## config.mk

```make
export PLATFORM = sky130hd
export DESIGN_NAME = plc_ctrl
export DESIGN_NICKNAME = d
export VERILOG_FILES = /design/src/hdl/plc_pkg.sv /design/src/hdl/plc_ctrl.sv
export SDC_FILE = /design/constraint.sdc
export NUM_CORES = 1
export LEC_CHECK = 0
export ABC_AREA = 1
export BUFFER_PORTS_ARGS = -buffer_cell sky130_fd_sc_hd__buf_2
export CORE_AREA = 4 4 41 43
export CTS_BUF_LIST = sky130_fd_sc_hd__clkbuf_8
export DETAILED_ROUTE_END_ITERATION = 8
export DIE_AREA = 0 0 45 47
export GPL_TIMING_DRIVEN = 0
export HOLD_SLACK_MARGIN = 0.03
export PLACE_DENSITY = 0.61
export SETUP_SLACK_MARGIN = 0.1
export SLEW_MARGIN = 0
export SYNTH_ARGS = -nofsm -noshare
export SYNTH_HDL_FRONTEND = slang
export SYNTH_SLANG_ARGS = --single-unit
```

## constraint.sdc

```tcl
create_clock -name clk -period 2.07 [get_ports clk]
set_input_delay 0.414 -clock clk [delete_from_list [all_inputs] [get_ports clk]]
set_output_delay 0.414 -clock clk [all_outputs]
set_load 0.1 [all_outputs]
```

## src/hdl/plc_pkg.sv

```systemverilog
package plc_pkg;

	// default sizes of the block
	localparam int DEF_MAX_STRANDS       = 32;
	localparam int DEF_MAX_STRAND_POINTS = 4096;
	localparam int DEF_COORD_BITS        = 48;

	// fixed field widths
	localparam int TOL_W    = 47;
	localparam int IDX_W    = 5;
	localparam int RING_W   = 18;
	localparam int STATUS_W = 3;

	// chaining limits
	localparam int MIN_RING   = 3;
	localparam int MIN_STRAND = 2;

	// status codes
	localparam logic [STATUS_W-1:0] STAT_OK        = 3'd0;
	localparam logic [STATUS_W-1:0] STAT_FEW       = 3'd1;
	localparam logic [STATUS_W-1:0] STAT_NOT_CHAIN = 3'd2;
	localparam logic [STATUS_W-1:0] STAT_OPEN      = 3'd3;
	localparam logic [STATUS_W-1:0] STAT_SHORT     = 3'd4;
	localparam logic [STATUS_W-1:0] STAT_CAP       = 3'd5;

	// sequencer states
	typedef enum logic [2:0] {
		S_LOAD,
		S_CHECK,
		S_SCAN,
		S_EVAL,
		S_CLOSE,
		S_EMIT_WAIT,
		S_EMIT_OUT
	} plc_state_t;

	// commands from the sequencer to the datapath
	typedef struct packed {
		logic                load;
		logic                init;
		logic                scan_start;
		logic                scan_next;
		logic                take;
		logic                emit;
		logic                emit_err;
		logic [STATUS_W-1:0] err_code;
		logic                clear;
	} plc_cmd_t;

	// status from the datapath to the sequencer
	typedef struct packed {
		logic overflow;
		logic too_few;
		logic joined_all;
		logic scan_done;
		logic cand_used;
		logic match;
		logic closed;
		logic short_ring;
		logic emit_last;
	} plc_stat_t;

endpackage

```

## src/hdl/plc_ctrl.sv

```systemverilog
module plc_ctrl (
	input  logic              clk,
	input  logic              arst_n,
	input  logic              start,
	input  logic              set_end,
	input  plc_pkg::plc_stat_t stat,
	output plc_pkg::plc_cmd_t  cmd,
	output logic              busy
);
	import plc_pkg::*;

	plc_state_t state_q;
	plc_state_t state_nxt;

	// state register
	always_ff @(posedge clk or negedge arst_n) begin
		if (!arst_n) begin
			state_q <= S_LOAD;
		end else begin
			state_q <= state_nxt;
		end
	end

	// next state
	always_comb begin
		state_nxt = state_q;
		case (state_q)
			S_LOAD: begin
				if (start && set_end) begin
					state_nxt = S_CHECK;
				end
			end
			S_CHECK: begin
				if (stat.overflow || stat.too_few) begin
					state_nxt = S_LOAD;
				end else begin
					state_nxt = S_SCAN;
				end
			end
			S_SCAN: begin
				if (stat.joined_all) begin
					state_nxt = S_CLOSE;
				end else if (stat.scan_done) begin
					state_nxt = S_LOAD;
				end else if (!stat.cand_used) begin
					state_nxt = S_EVAL;
				end
			end
			S_EVAL: begin
				state_nxt = S_SCAN;
			end
			S_CLOSE: begin
				if (!stat.closed || stat.short_ring) begin
					state_nxt = S_LOAD;
				end else begin
					state_nxt = S_EMIT_WAIT;
				end
			end
			S_EMIT_WAIT: begin
				state_nxt = S_EMIT_OUT;
			end
			S_EMIT_OUT: begin
				if (stat.emit_last) begin
					state_nxt = S_LOAD;
				end else begin
					state_nxt = S_EMIT_WAIT;
				end
			end
			default: begin
				state_nxt = S_LOAD;
			end
		endcase
	end

	// commands
	always_comb begin
		cmd  = '0;
		busy = 1'b1;
		case (state_q)
			S_LOAD: begin
				busy     = 1'b0;
				cmd.load = start;
			end
			S_CHECK: begin
				if (stat.overflow) begin
					cmd.emit_err = 1'b1;
					cmd.err_code = STAT_CAP;
					cmd.clear    = 1'b1;
				end else if (stat.too_few) begin
					cmd.emit_err = 1'b1;
					cmd.err_code = STAT_FEW;
					cmd.clear    = 1'b1;
				end else begin
					cmd.init = 1'b1;
				end
			end
			S_SCAN: begin
				if (stat.joined_all) begin
					cmd.scan_start = 1'b0;
				end else if (stat.scan_done) begin
					cmd.emit_err = 1'b1;
					cmd.err_code = STAT_NOT_CHAIN;
					cmd.clear    = 1'b1;
				end else if (stat.cand_used) begin
					cmd.scan_next = 1'b1;
				end
			end
			S_EVAL: begin
				if (stat.match) begin
					cmd.take       = 1'b1;
					cmd.scan_start = 1'b1;
				end else begin
					cmd.scan_next = 1'b1;
				end
			end
			S_CLOSE: begin
				if (!stat.closed) begin
					cmd.emit_err = 1'b1;
					cmd.err_code = STAT_OPEN;
					cmd.clear    = 1'b1;
				end else if (stat.short_ring) begin
					cmd.emit_err = 1'b1;
					cmd.err_code = STAT_SHORT;
					cmd.clear    = 1'b1;
				end else begin
					cmd.scan_start = 1'b1;
				end
			end
			S_EMIT_WAIT: begin
				busy = 1'b1;
			end
			S_EMIT_OUT: begin
				cmd.emit      = 1'b1;
				cmd.scan_next = 1'b1;
				cmd.clear     = stat.emit_last;
			end
			default: begin
				busy = 1'b1;
			end
		endcase
	end

endmodule

```

==> results of run 1 <==
-- layout by cell type (no fill, tap or decap), types with 3 or more instances in the layout --
master    Yosys  layout
nor2_4        2       3
nor2_1        8       6
inv_1        11      12
buf_2         0      15
nand4_1       3       3
nand2_1      13      12
buf_4         0       5
nand3_1       9       8
clkbuf_8      0       3
-- final timing paths --
check / startpoint / endpoint / slack (ns)
hold reg to reg: state_q[1] / state_q[1] / 0.67
hold / removal: stat[6] / state_q[2] / 0.52
setup / recovery: state_q[0] / cmd[0] / 0.14
setup reg to reg: state_q[2] / state_q[0] / 0.96
min in group asynchronous: arst_n / state_q[1] / 0.53
max in group asynchronous: arst_n / state_q[0] / 1.43
-- worst max-delay path, stage by stage (launching register included) --
cell	delay, ns
dfrtp_2	0.45
nor2_4	0.17
nand2_2	0.11
or2_1	0.24
nand2_1	0.06
inv_1	0.05
nand2_4	0.06
buf_12	0.16
-- what timing repair did --
item | in CTS | in global routing
gates cloned | 0 | 0
hold endpoints to repair | 3 | 0
setup endpoints to repair | 7 | 6
hold buffers | 1 | 0
gates resized for setup | 12 | 9
buffers inserted | 1 | 1
-- area by class of cell --
class / count / area [um2]
multi-input cells: 43 / 258
clock inverters: 1 / 3.75
flip-flops and latches: 3 / 76.3
well taps: 15 / 18.8
inverters: 13 / 48.8
fillers: 140 / 651
clock buffers: 3 / 41.3
repair buffers: 27 / 204
-- cell families (layout without fill, tap and decap cells) --
logic type      Yosys count  count (layout)  synth area share, %
simple gates             37              37                 52.4
buf+inv                  13              44                 14.4
flops                     3               3                 22.1
compound gates            6               6                 11.1
-- per-stage QoR --
stage                     instances  util, %  instance area [um2]  setup TNS [ns]
after floorplan                  59        -                  375           -1.39
after global placement           98     39.5                  514               0
after detailed placement         98     39.5                  514               0
after CTS                       104     47.1                  613               0
after global routing            105     50.0                  651               0
final                           105     50.0                  651               0
-- routing by layer --
metal  track usage (%)  up-vias
met5                 0        -
met4                 0        0
met3              4.98        0
met2              16.4       23
met1              14.6      186
li1                  -      253
==> results.toml, run 1 <==
[outcome]
outcome = "finished clean"

[cells_and_area]
drive_gt1_share_pct = 47.8
area_growth_pct = 91.9
regMostFlops = "state_q"
reg_top3 = "state_q x3"
diodes = 0
largest_register_ff_count = 3
layout.nets = 104

[logic_synthesis]
yosys-top-cells-count = "13 x nand2_1, 11 x inv_1, 9 x nand3_1"
yosysMostFrequentCell = "nand2_1"
netlist.area_leader.share_pct = 22.1
synth_area_leaders = "dfrtp_1 22%, nand2_1 14%, nand3_1 13%"
synth_edf_count = 0
synth.distinct_cells = 15
ys.warnings.count = 0
synth.avg_cell_area_um2 = 5.75
syn_nets = 72
synthCells = 59
yosys.area.top_type = "dfrtp_1"
async_flop_share_pct = 100
ys_seq_area_share_pct = 22.1
synth-main-ff-cell = "dfrtp_1"
ys_seq_elements = 3
syn_area_um2 = 339

[cts]
numCtsBuffers = 3
cts_tree = "yes"
cts.sinks = 3
cts_htree_levels = 1
cts-root-buf = "clkbuf_8"
cts_buffer_depth = 2
clk_latency_ns = 0.21
path_clk_slew_ns = 0.03

[detailed_routing]
wl_per_cell_um = 9.47
detail_route.iter0.violations = 7
route.detailed.drc = 0
vias = 462
via_per_inst = 4.40
drt_wl_total_um = 994
top_layer = "met3"
drtPass1Iterations = 4
dr_wl_met2_um = 436
wl_met3_um = 114
ant_nets = 0
routedLengthMet1_um = 443

[placement]
portBuffers = 24
dp_slack_ns = 0.0842
hpwl_um = 821
gp_congestion = 0.852

[sta]
setup_violations = 0
rsz0062_at_grt = "yes"
fmax_mhz = 517
timing.hold.ws_ns = 0.520
hold_viol_final = 0
relSlewSlack_pct = 67.9
slew_violations = 0
finalCritPeriodShare_pct = 93.5
fin_ws_ns = 0.135
worst_slew_pin_slew_ns = 0.485
fin_skew_ns = 0.00190
period_minus_slack_ns = 1.93

[setup_path]
path_max_fanout = 5
critical_path_class = "flop to primary output"
cp-start-kind = "flop"
r2r_cells = 6
crit_path_end_kind = "primary output"
cp_data_arrival_time_ns = 1.52
worstPathRequired_ns = 1.66

[die]
die-width_um = 45
core.rowCount = 13
core-area_mm2 = 0.00130
die_height_um = 47
initial_core_util_pct = 26.1
die_area_mm2 = 0.00212
pin_count = 25

[global_route]
grt_pass1_wl_um = 1690
antenna_found_initial = 0
grt_util_all_layers_pct = 10.7
grt_pass1_vias = 423
grt_max_degree = 8
grt_overflow = 0

[min_path]
hold_path_class = "input pin to flop"
worstHoldPathCells = 3

[run]
cap_violations = 0
Power of run 1 is left out: the tool's default activity adds up to more than one toggle a clock period on the data nets, which glitch-free logic cannot reach.
==> run 2, diff against run 1 <==
--- a/config.mk
+++ b/config.mk
@@ -5,7 +5,6 @@
 export SDC_FILE = /design/constraint.sdc
 export NUM_CORES = 1
 export LEC_CHECK = 0
-export ABC_AREA = 1
 export BUFFER_PORTS_ARGS = -buffer_cell sky130_fd_sc_hd__buf_2
 export CORE_AREA = 4 4 41 43
 export CTS_BUF_LIST = sky130_fd_sc_hd__clkbuf_8
@@ -13,7 +12,7 @@
 export DIE_AREA = 0 0 45 47
 export GPL_TIMING_DRIVEN = 0
 export HOLD_SLACK_MARGIN = 0.03
-export PLACE_DENSITY = 0.61
+export PLACE_DENSITY = 0.63
 export SETUP_SLACK_MARGIN = 0.1
 export SLEW_MARGIN = 0
 export SYNTH_ARGS = -nofsm -noshare
==> results.toml, run 2 <==
[logic_synthesis]
ys_seq_elements = 3
syn_nets = 63
synth_area_leaders = "dfrtp_1 21%, nand2b_1 14%, nor2_1 5.1%"
yosys.area.top_type = "dfrtp_1"
synth-main-ff-cell = "dfrtp_1"
ys_seq_area_share_pct = 20.5
ys.warnings.count = 0
synth.avg_cell_area_um2 = 7.31
synth.distinct_cells = 27
synthCells = 50
yosysMostFrequentCell = "nand2b_1"
yosys-top-cells-count = "8 x nand2b_1, 5 x nor2_1, 3 x clkbuf_1, 3 x dfrtp_1, 3 x nor2b_1"
netlist.area_leader.share_pct = 20.5
syn_area_um2 = 365
synth_edf_count = 0
async_flop_share_pct = 100

[power_and_ir_drop]
comb_power_share_pct = 80.7
power_density_mw_per_mm2 = 1670
switching_share_pct = 58.0
p_int_uw = 566
total_leakage_power_uw = 0.000365
clkPwrFrac_pct = 12.4
ir_drop_uv = 1260
p_sw_uw = 781
pwr-share-seq_pct = 6.8

[sta]
fin_ws_ns = -0.0329
slew_violations = 0
fin_skew_ns = 0.000774
hold_viol_final = 0
fin_setup_tns_ns = -0.0329
fmax_mhz = 476
rsz0062_at_grt = "yes"
worst_slew_pin_slew_ns = 0.484
finalCritPeriodShare_pct = 102
period_minus_slack_ns = 2.10
relSlewSlack_pct = 67.9
setup_violations = 1

[cts]
clk_latency_ns = 0.22
cts_buffer_depth = 2
cts.sinks = 3
cts_tree = "yes"
numCtsBuffers = 3
cts-root-buf = "clkbuf_8"
cts_htree_levels = 1
path_clk_slew_ns = 0.03

[die]
die_area_mm2 = 0.00212
initial_core_util_pct = 28.1
core.rowCount = 13
die_height_um = 47
pin_count = 25
core-area_mm2 = 0.00130
die-width_um = 45

[detailed_routing]
route.detailed.drc = 0
vias = 500
via_per_inst = 5.05
ant_nets = 0
wl_per_cell_um = 13.2
drt_wl_total_um = 1300
drtPass1Iterations = 2
detail_route.iter0.violations = 7

[setup_path]
startpoint = "state_q[2]"
cp-start-kind = "flop"
worstPathRequired_ns = 1.66
crit_path_end_kind = "primary output"
r2r_slack_ns = 0.77
endpoint = "cmd[0]"
crit_chain = "buf_8 > or4b_4 > o211ai_1 > buf_6"
path_max_fanout = 8
cp_data_arrival_time_ns = 1.69
max_stage_delay_ns = 0.56
critical_path_class = "flop to primary output"
r2r_end = "state_q[0]"
r2r_cells = 5
reg2reg_from = "state_q[1]"
crit_slowest_cell = "or4b_4"

[cells_and_area]
final_common_cell = "buf_2"
area_growth_pct = 121
layout.nets = 98
reg_top3 = "state_q x3"
drive_gt1_share_pct = 64.3
diodes = 0
final_cell_mix = "13 x buf_2, 8 x buf_4, 6 x nand2b_1"
largest_register_ff_count = 3
instances_no_fill = 99
regMostFlops = "state_q"

[run]
cap_violations = 0

[global_route]
grt_max_degree = 11
grt_overflow = 0
grt_util_all_layers_pct = 12.9
antenna_found_initial = 0
grt_pass1_vias = 477
grt_pass1_wl_um = 1940

[min_path]
hold_path_class = "input pin to flop"

[outcome]
violations = "setup timing"
outcome = "finished, violations left"

[placement]
portBuffers = 24
hpwl_um = 883
dpl.cell_count = 89
gp_congestion = 0.810
dp_slack_ns = -0.189
[run 2: cell count changes after synthesis, moves of 3 or more]
| cell | delta |
|---|---|
| clkbuf_1 | +3 |
| inv_1 | -9 |
| nand2_1 | -11 |
| nand2b_1 | +8 |
| nand3_1 | -9 |
| nand4_1 | -3 |
| nor2_1 | -3 |
| nor2b_1 | +3 |
[run 2: how the worst min path moves through the flow]
stage	slack, ns	depth (start not counted)	from	endpoint
after detailed placement	0.21	1	arst_n	state_q[1]
final	0.49	3	stat[4]	state_q[0]
after CTS	0.49	3	stat[4]	state_q[0]
after floorplan	0.12	0	arst_n	state_q[0]
after global placement	0.21	1	arst_n	state_q[2]
after global routing	0.50	3	stat[4]	state_q[0]
[run 2: cells by family after synthesis]
| kind of cell | synth area share, % |
|---|---|
| AO/OA/AOI/OAI | 34.2 |
| flip-flops | 20.5 |
| buffers and inverters | 5.14 |
| AND/OR/NAND/NOR | 40.1 |
[run 2: worst max-delay path: cells and delay by family (launching register included)]
kind	cells	cell delay, ns
buffers and inverters	2	0.39
flip-flops	1	0.39
AND/OR/NAND/NOR	1	0.56
AO/OA/AOI/OAI	1	0.12
[run 2: what timing repair did]
item / 4_1_cts / 5_1_grt
hold endpoints to repair: 3 / 0
endpoints found under the setup margin: 10 / 8
hold buffers: 1 / 0
setup buffers: 2 / 3
gates resized for setup: 26 / 14
pin swaps: 1 / 2
[run 2: area by class of cell]
class	instances	area, um2
buffer	3	36.3
clock buffer	3	41.3
clock inverter	1	3.75
fill	124	493
inverter	2	7.51
multi-input combinational	42	359
sequential	3	76.3
tap	15	18.8
timing repair buffer	30	265
[run 2: layer usage]
| layer | vias to the layer above | wire length (um) | global-route usage, % |
|---|---|---|---|
| met5 | - | 0 | 0 |
| met4 | 0 | 0 | 7.02 |
| met3 | 0 | 67 | 5.36 |
| met2 | 13 | 715 | 20.6 |
| met1 | 232 | 521 | 14.5 |
| li1 | 255 | - | - |
[run 2: through the flow]
step	hold slack (ns)	total power (uW)	utilization (%)	cell area [um2]
after floorplan	0.118	838	-	439
after global placement	0.209	946	44.4	578
after detailed placement	0.213	950	44.4	578
after CTS	0.492	1260	56.2	731
after global routing	0.503	1410	62.1	808
final	0.494	1350	62.1	808
[run 2: power by group through the flow]
stage | Clock (uW) | Sequential [uW] | Combinational, uW
floorplan | 0 | 90.3 | 747
detailed placement | 0 | 95.0 | 855
finish | 168 | 91.6 | 1090
global route | 179 | 94.1 | 1130
CTS | 172 | 95.6 | 997
global placement | 0 | 95.0 | 851
Note: power is estimated with default switching activity, not from simulation.
